[src/rtl/core/shabh_pkg.sv]
// ============================================================================
// shabh_pkg
// Shared types and constants for the SHA-256 byte hasher.
// ============================================================================
`default_nettype none

package shabh_pkg;

    typedef enum logic [5:0] {
        ST_FILL   = 6'b000001,
        ST_PAD    = 6'b000010,
        ST_LOAD   = 6'b000100,
        ST_ROUND  = 6'b001000,
        ST_UPDATE = 6'b010000,
        ST_OUT    = 6'b100000
    } state_t;

    localparam logic [7:0] PAD_MARK  = 8'h80;
    localparam logic [5:0] LEN_START = 6'd56;

    localparam logic [31:0] INIT_H [0:7] = '{
        32'h6a09e667, 32'hbb67ae85, 32'h3c6ef372, 32'ha54ff53a,
        32'h510e527f, 32'h9b05688c, 32'h1f83d9ab, 32'h5be0cd19
    };

    localparam logic [31:0] ROUND_K [0:63] = '{
        32'h428a2f98, 32'h71374491, 32'hb5c0fbcf, 32'he9b5dba5,
        32'h3956c25b, 32'h59f111f1, 32'h923f82a4, 32'hab1c5ed5,
        32'hd807aa98, 32'h12835b01, 32'h243185be, 32'h550c7dc3,
        32'h72be5d74, 32'h80deb1fe, 32'h9bdc06a7, 32'hc19bf174,
        32'he49b69c1, 32'hefbe4786, 32'h0fc19dc6, 32'h240ca1cc,
        32'h2de92c6f, 32'h4a7484aa, 32'h5cb0a9dc, 32'h76f988da,
        32'h983e5152, 32'ha831c66d, 32'hb00327c8, 32'hbf597fc7,
        32'hc6e00bf3, 32'hd5a79147, 32'h06ca6351, 32'h14292967,
        32'h27b70a85, 32'h2e1b2138, 32'h4d2c6dfc, 32'h53380d13,
        32'h650a7354, 32'h766a0abb, 32'h81c2c92e, 32'h92722c85,
        32'ha2bfe8a1, 32'ha81a664b, 32'hc24b8b70, 32'hc76c51a3,
        32'hd192e819, 32'hd6990624, 32'hf40e3585, 32'h106aa070,
        32'h19a4c116, 32'h1e376c08, 32'h2748774c, 32'h34b0bcb5,
        32'h391c0cb3, 32'h4ed8aa4a, 32'h5b9cca4f, 32'h682e6ff3,
        32'h748f82ee, 32'h78a5636f, 32'h84c87814, 32'h8cc70208,
        32'h90befffa, 32'ha4506ceb, 32'hbef9a3f7, 32'hc67178f2
    };

    function automatic logic [31:0] big_sigma0(input logic [31:0] x);
        big_sigma0 = {x[1:0], x[31:2]} ^ {x[12:0], x[31:13]} ^ {x[21:0], x[31:22]};
    endfunction

    function automatic logic [31:0] big_sigma1(input logic [31:0] x);
        big_sigma1 = {x[5:0], x[31:6]} ^ {x[10:0], x[31:11]} ^ {x[24:0], x[31:25]};
    endfunction

    function automatic logic [31:0] small_sigma0(input logic [31:0] x);
        small_sigma0 = {x[6:0], x[31:7]} ^ {x[17:0], x[31:18]} ^ {3'b000, x[31:3]};
    endfunction

    function automatic logic [31:0] small_sigma1(input logic [31:0] x);
        small_sigma1 = {x[16:0], x[31:17]} ^ {x[18:0], x[31:19]} ^ {10'd0, x[31:10]};
    endfunction

endpackage

`default_nettype wire

[src/rtl/core/sha256_byte_hasher.sv]
// ============================================================================
// sha256_byte_hasher
// SHA-256 over a byte stream: one byte per item, padding and length on the
// end-of-message item, eight digest words out.
// ============================================================================
//
//  channel  | dir | tdata                       | tuser    | tlast
//  ---------+-----+-----------------------------+----------+---------------
//  s_axis   | in  | [7:0] data_byte             | has_byte | end_of_message
//  m_axis   | out | [31:0] digest_word,         | -        | last_word
//           |     | [34:32] word_index, 0 above |          |
//
//  Bytes are taken one per cycle while a block fills.
//  A full block holds input off while the hash memory is read into the working
//  registers, 64 rounds run (one per cycle), and the sums are written back.
//  End of message feeds padding at one byte per cycle; each digest word is read
//  only after the sink has taken the one before; a stalled sink holds the digest.
//  Reset is immediate: 8 written flags make the hash memory read as the IV.
`default_nettype none

module sha256_byte_hasher (
    input  wire logic        clk,
    input  wire logic        rst_n,
    input  wire logic        s_axis_tvalid,
    output logic             s_axis_tready,
    input  wire logic [7:0]  s_axis_tdata,   // [7:0] data_byte
    input  wire logic        s_axis_tuser,   // [0] has_byte
    input  wire logic        s_axis_tlast,
    output logic             m_axis_tvalid,
    input  wire logic        m_axis_tready,
    output logic [39:0]      m_axis_tdata,   // [31:0] digest_word, [34:32] word_index
    output logic             m_axis_tlast
);

    shabh_pkg::state_t state_reg, state_next;

    logic [5:0]  fill_reg, fill_next;
    logic [63:0] len_reg, len_next;
    logic        pad_active_reg, pad_active_next;
    logic        pad_first_reg, pad_first_next;
    logic        len_phase_reg, len_phase_next;
    logic        done_reg, done_next;
    logic [3:0]  iss_reg, iss_next;
    logic [5:0]  rnd_reg, rnd_next;
    logic [2:0]  out_cnt_reg, out_cnt_next;
    logic [7:0]  hv_reg, hv_next;
    logic        rd_vld_reg;
    logic [2:0]  rd_idx_reg;
    logic        rd_wr_reg;
    logic        m_valid_reg, m_valid_next;
    logic [31:0] m_word_reg;
    logic [2:0]  m_idx_reg;

    logic [31:0] hash_mem [0:7];
    logic [31:0] hm_q;
    logic        rd_en;
    logic [2:0]  rd_addr;
    logic        hm_we;
    logic [31:0] rdata;

    logic [23:0] acc_reg;
    logic [31:0] w_reg [0:15];
    logic [31:0] v_reg [0:7];

    logic        s_acc;
    logic        m_acc;
    logic        out_final;
    logic        push_en;
    logic [7:0]  push_byte;
    logic [7:0]  pad_byte;
    logic [63:0] bit_len;
    logic [7:0]  len_byte;
    logic        w_shift;
    logic [31:0] w_in;
    logic [31:0] w_new;
    logic [31:0] t1;
    logic [31:0] t2;

    assign s_acc     = s_axis_tvalid & s_axis_tready;
    assign m_acc     = m_valid_reg & m_axis_tready;
    assign out_final = m_acc & (m_idx_reg == 3'd7);

    assign bit_len  = {len_reg[60:0], 3'b000};
    assign len_byte = bit_len[{~fill_reg[2:0], 3'b000} +: 8];
    assign pad_byte = pad_first_reg ? shabh_pkg::PAD_MARK
                    : (len_phase_reg ? len_byte : 8'h00);

    assign push_en   = (state_reg == shabh_pkg::ST_PAD)
                     | ((state_reg == shabh_pkg::ST_FILL) & s_acc & s_axis_tuser);
    assign push_byte = (state_reg == shabh_pkg::ST_PAD) ? pad_byte : s_axis_tdata;

    assign rdata = rd_wr_reg ? hm_q : shabh_pkg::INIT_H[rd_idx_reg];
    assign hm_we = (state_reg == shabh_pkg::ST_UPDATE) & rd_vld_reg;

    // round datapath: a..h = v_reg[0..7]
    assign t1 = v_reg[7] + shabh_pkg::big_sigma1(v_reg[4])
              + ((v_reg[4] & v_reg[5]) ^ (~v_reg[4] & v_reg[6]))
              + shabh_pkg::ROUND_K[rnd_reg] + w_reg[0];
    assign t2 = shabh_pkg::big_sigma0(v_reg[0])
              + ((v_reg[0] & v_reg[1]) ^ (v_reg[0] & v_reg[2]) ^ (v_reg[1] & v_reg[2]));
    assign w_new = shabh_pkg::small_sigma1(w_reg[14]) + w_reg[9]
                 + shabh_pkg::small_sigma0(w_reg[1]) + w_reg[0];

    assign w_shift = (push_en & (fill_reg[1:0] == 2'b11))
                   | (state_reg == shabh_pkg::ST_ROUND);
    assign w_in    = (state_reg == shabh_pkg::ST_ROUND) ? w_new : {acc_reg, push_byte};

    always_comb
    begin
        rd_en   = 1'b0;
        rd_addr = iss_reg[2:0];
        case (state_reg)
            shabh_pkg::ST_LOAD, shabh_pkg::ST_UPDATE:
            begin
                rd_en = ~iss_reg[3];
            end
            shabh_pkg::ST_OUT:
            begin
                rd_en   = ~m_valid_reg & ~rd_vld_reg;
                rd_addr = out_cnt_reg;
            end
            default:
            begin
                rd_en = 1'b0;
            end
        endcase
    end

    always_comb
    begin
        state_next      = state_reg;
        fill_next       = push_en ? fill_reg + 6'd1 : fill_reg;
        len_next        = len_reg;
        pad_active_next = pad_active_reg;
        pad_first_next  = pad_first_reg;
        len_phase_next  = len_phase_reg;
        done_next       = done_reg;
        iss_next        = 4'd0;
        rnd_next        = 6'd0;
        out_cnt_next    = out_cnt_reg;
        hv_next         = hv_reg;
        m_valid_next    = m_valid_reg;
        if (hm_we)
        begin
            hv_next[rd_idx_reg] = 1'b1;
        end
        case (state_reg)
            shabh_pkg::ST_FILL:
            begin
                if (s_acc)
                begin
                    if (s_axis_tuser)
                    begin
                        len_next = len_reg + 64'd1;
                    end
                    if (s_axis_tlast)
                    begin
                        pad_active_next = 1'b1;
                        pad_first_next  = 1'b1;
                    end
                    if (s_axis_tuser && fill_reg == 6'd63)
                    begin
                        state_next = shabh_pkg::ST_LOAD;
                    end
                    else if (s_axis_tlast)
                    begin
                        state_next = shabh_pkg::ST_PAD;
                    end
                end
            end
            shabh_pkg::ST_PAD:
            begin
                pad_first_next = 1'b0;
                if (!len_phase_reg && fill_reg == shabh_pkg::LEN_START - 6'd1)
                begin
                    len_phase_next = 1'b1;
                end
                if (len_phase_reg && fill_reg == 6'd63)
                begin
                    done_next = 1'b1;
                end
                if (fill_reg == 6'd63)
                begin
                    state_next = shabh_pkg::ST_LOAD;
                end
            end
            shabh_pkg::ST_LOAD:
            begin
                iss_next = iss_reg + {3'd0, ~iss_reg[3]};
                if (rd_vld_reg && rd_idx_reg == 3'd7)
                begin
                    state_next = shabh_pkg::ST_ROUND;
                end
            end
            shabh_pkg::ST_ROUND:
            begin
                rnd_next = rnd_reg + 6'd1;
                if (rnd_reg == 6'd63)
                begin
                    state_next = shabh_pkg::ST_UPDATE;
                end
            end
            shabh_pkg::ST_UPDATE:
            begin
                iss_next = iss_reg + {3'd0, ~iss_reg[3]};
                if (rd_vld_reg && rd_idx_reg == 3'd7)
                begin
                    if (done_reg)
                    begin
                        state_next = shabh_pkg::ST_OUT;
                    end
                    else if (pad_active_reg)
                    begin
                        state_next = shabh_pkg::ST_PAD;
                    end
                    else
                    begin
                        state_next = shabh_pkg::ST_FILL;
                    end
                end
            end
            shabh_pkg::ST_OUT:
            begin
                if (rd_vld_reg)
                begin
                    m_valid_next = 1'b1;
                end
                if (m_acc)
                begin
                    m_valid_next = 1'b0;
                    out_cnt_next = out_cnt_reg + 3'd1;
                end
                if (out_final)
                begin
                    state_next      = shabh_pkg::ST_FILL;
                    len_next        = 64'd0;
                    pad_active_next = 1'b0;
                    pad_first_next  = 1'b0;
                    len_phase_next  = 1'b0;
                    done_next       = 1'b0;
                    out_cnt_next    = 3'd0;
                    hv_next         = 8'd0;
                end
            end
            default:
            begin
                state_next = shabh_pkg::ST_FILL;
            end
        endcase
    end

    always_ff @(posedge clk or negedge rst_n)
    begin
        if (!rst_n)
        begin
            state_reg      <= shabh_pkg::ST_FILL;
            fill_reg       <= 6'd0;
            len_reg        <= 64'd0;
            pad_active_reg <= 1'b0;
            pad_first_reg  <= 1'b0;
            len_phase_reg  <= 1'b0;
            done_reg       <= 1'b0;
            iss_reg        <= 4'd0;
            rnd_reg        <= 6'd0;
            out_cnt_reg    <= 3'd0;
            hv_reg         <= 8'd0;
            rd_vld_reg     <= 1'b0;
            m_valid_reg    <= 1'b0;
        end
        else
        begin
            state_reg      <= state_next;
            fill_reg       <= fill_next;
            len_reg        <= len_next;
            pad_active_reg <= pad_active_next;
            pad_first_reg  <= pad_first_next;
            len_phase_reg  <= len_phase_next;
            done_reg       <= done_next;
            iss_reg        <= iss_next;
            rnd_reg        <= rnd_next;
            out_cnt_reg    <= out_cnt_next;
            hv_reg         <= hv_next;
            rd_vld_reg     <= rd_en;
            m_valid_reg    <= m_valid_next;
        end
    end

    // hash memory; update reads entry n while writing n-1, so no overlap
    always_ff @(posedge clk)
    begin
        if (hm_we)
        begin
            hash_mem[rd_idx_reg] <= rdata + v_reg[rd_idx_reg];
        end
        if (rd_en)
        begin
            hm_q <= hash_mem[rd_addr];
        end
    end

    always_ff @(posedge clk)
    begin
        if (rd_en)
        begin
            rd_idx_reg <= rd_addr;
            rd_wr_reg  <= hv_reg[rd_addr];
        end
        if (push_en)
        begin
            acc_reg <= {acc_reg[15:0], push_byte};
        end
        if (w_shift)
        begin
            for (int i = 0; i < 15; i++)
            begin
                w_reg[i] <= w_reg[i + 1];
            end
            w_reg[15] <= w_in;
        end
        if (state_reg == shabh_pkg::ST_LOAD && rd_vld_reg)
        begin
            v_reg[rd_idx_reg] <= rdata;
        end
        else if (state_reg == shabh_pkg::ST_ROUND)
        begin
            v_reg[0] <= t1 + t2;
            v_reg[1] <= v_reg[0];
            v_reg[2] <= v_reg[1];
            v_reg[3] <= v_reg[2];
            v_reg[4] <= v_reg[3] + t1;
            v_reg[5] <= v_reg[4];
            v_reg[6] <= v_reg[5];
            v_reg[7] <= v_reg[6];
        end
        if (state_reg == shabh_pkg::ST_OUT && rd_vld_reg)
        begin
            m_word_reg <= rdata;
            m_idx_reg  <= rd_idx_reg;
        end
    end

    assign s_axis_tready = (state_reg == shabh_pkg::ST_FILL);
    assign m_axis_tvalid = m_valid_reg;
    assign m_axis_tdata  = {5'd0, m_idx_reg, m_word_reg};
    assign m_axis_tlast  = (m_idx_reg == 3'd7);

`ifndef SYNTHESIS
    a_no_overlap: assert property (@(posedge clk) disable iff (!rst_n)
        s_axis_tready |-> !m_axis_tvalid)
        else $error("input open while digest pending");

    a_fill_idle: assert property (@(posedge clk) disable iff (!rst_n)
        (state_reg == shabh_pkg::ST_ROUND || state_reg == shabh_pkg::ST_LOAD
         || state_reg == shabh_pkg::ST_UPDATE) |-> fill_reg == 6'd0)
        else $error("fill count not zero during compression");

    a_rd_issue: assert property (@(posedge clk) disable iff (!rst_n)
        rd_vld_reg |-> $past(rd_en))
        else $error("read data without a read");

    a_final_reset: assert property (@(posedge clk) disable iff (!rst_n)
        out_final |=> (state_reg == shabh_pkg::ST_FILL && hv_reg == 8'd0
                       && len_reg == 64'd0))
        else $error("state not cleared after digest");

    a_write_update: assert property (@(posedge clk) disable iff (!rst_n)
        hm_we |-> $past(state_reg == shabh_pkg::ST_UPDATE))
        else $error("hash write outside update");
`endif

endmodule

`default_nettype wire
[config.mk]
export PLATFORM = sky130hd
export DESIGN_NAME = sha256_byte_hasher
export DESIGN_NICKNAME = d
export VERILOG_FILES = /design/src/rtl/core/shabh_pkg.sv /design/src/rtl/core/sha256_byte_hasher.sv
export SDC_FILE = /design/constraint.sdc
export NUM_CORES = 2
export LEC_CHECK = 0
export BUFFER_PORTS_ARGS = -buffer_cell sky130_fd_sc_hd__clkbuf_2
export CAP_MARGIN = 25
export CORE_ASPECT_RATIO = 1.5
export CORE_UTILIZATION = 40
export DETAILED_ROUTE_END_ITERATION = 16
export PLACE_DENSITY = 0.66
export SETUP_SLACK_MARGIN = 0.15
export SYNTH_ARGS = -nofsm -noshare
export SYNTH_HDL_FRONTEND = slang
export SYNTH_SLANG_ARGS = --single-unit
[constraint.sdc]
create_clock -name clk -period 17.9 [get_ports clk]
set_input_delay 0.895 -clock clk [delete_from_list [all_inputs] [get_ports clk]]
set_output_delay 0.895 -clock clk [all_outputs]
set_load 0.005 [all_outputs]
==> out/metrics.cfg <==
[run_status]
status = finished clean

[synth]
synth.distinct_cells = 82
yosysTopAreaCellShare = 0.521
yosys_warnings = 0
syn_area_um2 = 64500
synth_edf_count = 1119
yosys.area.top_type = edfxtp_1
ys.flop_type = edfxtp_1
synthTopCellsByArea = edfxtp_1 52%, fa_1 5.8%, xnor2_1 4.2%
ys_async_sr_fraction = 0.0818
synth_cells = 5324
avgSynthCellArea_um2 = 12.1
synth-seq-cells = 1222
synth_seq_area_share = 0.560

[placed_design]
place_congestion = 1.01
post-place-ws_ps = 7320
io_buffer_count = 51
dp_hpwl_mm = 133
placed_cell_area_um2 = 67100

[layout]
nets = 5662
final_common_cell = edfxtp_1
drive_gt1_frac = 0.0941
area_growth_pct = 10.1
n_fill_cell = 14600
largest_reg_flops = 512
final_cell_area_um2 = 71100
final_cell_mix = 1119 x edfxtp_1, 643 x nand2_1, 309 x xnor2_1

[clock_network]
cts_buffers = 115
cts_resized = 0
clockRootBuffer = clkbuf_16
cts_tree = done
clk_pin_slew_ps = 70
insertion_delay_ps = 790
cts.htree.levels = 3
clockBufferDepth = 3
ctsHoldBuffers = 0
post_cts.repair.setup_buffers = 0
clkSinkCount = 1222

[critical_path]
r2r_slack_ps = 7230
crit_cells = 35
cp_common_cell = a21o_1
worstSetupPathType = register to register
required_ps = 18400
crit_path_start_kind = register
path_buf_inv = 5
r2r_cells = 35
critPathCaptureType = register
cp_slowest_cell = ha_1
crit_arrival_ps = 11170
critPathMaxFanout = 17
cp_top_family = compound AO/OA/AOI/OAI gates
max_stage_delay_ps = 790

[route]
routedWlPerCell_um = 24.5
dr.pass1.iters = 7
routed-via-count = 41700
via_per_inst = 5.59
ant_nets = 0
wl_mm = 183
remaining_drc_errors = 0
drt_iter0_markers = 3615

[global_routing]
grt_antenna_before_repair = 4
grt-ovfl-total = 0
grt.total_usage = 0.225
grt_max_degree = 209
grt_pass1_vias = 42000
grt_pass1_wl_mm = 271

[power_and_ir_drop]
p_total_mw = 15.5
p_per_area_nw_per_um2 = 218
ir_worst_vdd_mv = 0.184
p_leak_nw = 26.2

[sta]
period_needed_ps = 10670
setup_ws_ps = 7230
finalClockSkew_ps = 80.1
final-hold-violation-count = 0
relSlewSlack = 0.240
setup_tns_ps = 0
maxSlewViolCount = 0
setup_violations = 0
max_freq_mhz = 93.7
grt_setup_unrepaired = no
worst_pin_slew_ps = 1130
period_share = 0.596

[hold_path]
worstHoldPathType = input pin to async pin

[floorplanning]
dieArea_um2 = 163000
num_io_pins = 57
rows = 180
start_util = 0.403
core_um2 = 160000
die_w_um = 330
chipHeight_um = 494

[run]
maxCapViolCount = 0

logic make-up (layout without fill, tap and decap cells):
| family | after synthesis | in the layout | share of synthesized area |
|---|---|---|---|
| flops | 1222 | 1222 | 0.560 |
| other cells | 1 | 6 | 0.0000581 |
| xor+xnor | 435 | 435 | 0.0592 |
| simple gates | 1452 | 1452 | 0.101 |
| compound gates | 1079 | 1079 | 0.107 |
| mux | 169 | 169 | 0.0434 |
| fa+ha+maj | 376 | 376 | 0.0947 |
| buf+inv | 590 | 629 | 0.0346 |
layer usage:
layer / track usage / share of wire / up-vias
met4: 0.159 / 0.081 / 2
met3: 0.0316 / 0.048 / 478
li1: - / - / 19000
met5: 0 / 0.000071 / -
met1: 0.257 / 0.37 / 20800
met2: 0.387 / 0.50 / 1339
synth_stat cells, types with 19 or more instances:
cell type / number
nor2_1: 282
mux2i_1: 28
o211ai_1: 30
mux4_2: 83
xor2_1: 125
edfxtp_1: 1119
a21oi_1: 223
a31oi_1: 29
a211oi_1: 37
fa_1: 188
clkbuf_1: 257
o21bai_1: 22
nand3_1: 228
xnor2_1: 309
nand2_1: 644
inv_1: 290
buf_1: 33
o21a_1: 121
nand2b_1: 35
o21ai_0: 295
o31ai_1: 21
a21o_1: 175
ha_1: 186
nand4_1: 19
or3_1: 36
nor3_1: 65
and2_1: 20
dfrtp_1: 99
or2_2: 23
nor2b_1: 29
mux2_2: 58
report_power, final:
| group | switching, mW | internal, mW |
|---|---|---|
| Combinational | 5.33 | 3.57 |
| Clock | 1.13 | 1.41 |
| Sequential | 0.246 | 3.85 |
worst reg2reg max path: cells and delay by family (launching register included):
kind	cells	cell delay, ps
AO/OA/AOI/OAI	19	4680
XOR/XNOR	1	100
adder cells (fa/ha/maj)	8	3630
buffers and inverters	5	720
flip-flops	1	730
AND/OR/NAND/NOR	2	590
cell type report:
type                       count  area (um2)  area share
antenna                        1        2.50   0.0000352
clock buffer                 125        2920      0.0410
clock inverter                85        1000      0.0141
inverter                     293        1100      0.0155
multi-input combinational   3516       26400       0.371
sequential                  1222       36200       0.509
tap                         2093        2620      0.0368
timing repair buffer         126         873      0.0123
per-stage QoR:
step / hold WS, ps / instances / util
after floorplan: 400 / 5328 / -
after global placement: 400 / 7247 / 0.419
after detailed placement: 405 / 7248 / 0.419
after CTS: 116 / 7458 / 0.443
after global routing: 189 / 7461 / 0.443
final: 171 / 7461 / 0.443
final timing paths:
check | from | end
max reg2reg | rnd_reg[1] | v_reg[0][28]
min reg2reg | w_reg[0][76] | w_reg[0][44]
max in group asynchronous | rst_n | rnd_reg[5]
min in group clk | w_reg[0][76] | w_reg[0][44]
max | rnd_reg[1] | v_reg[0][28]
min | rst_n | len_reg[47]
No activity file was read; power rests on OpenSTA's default activity.
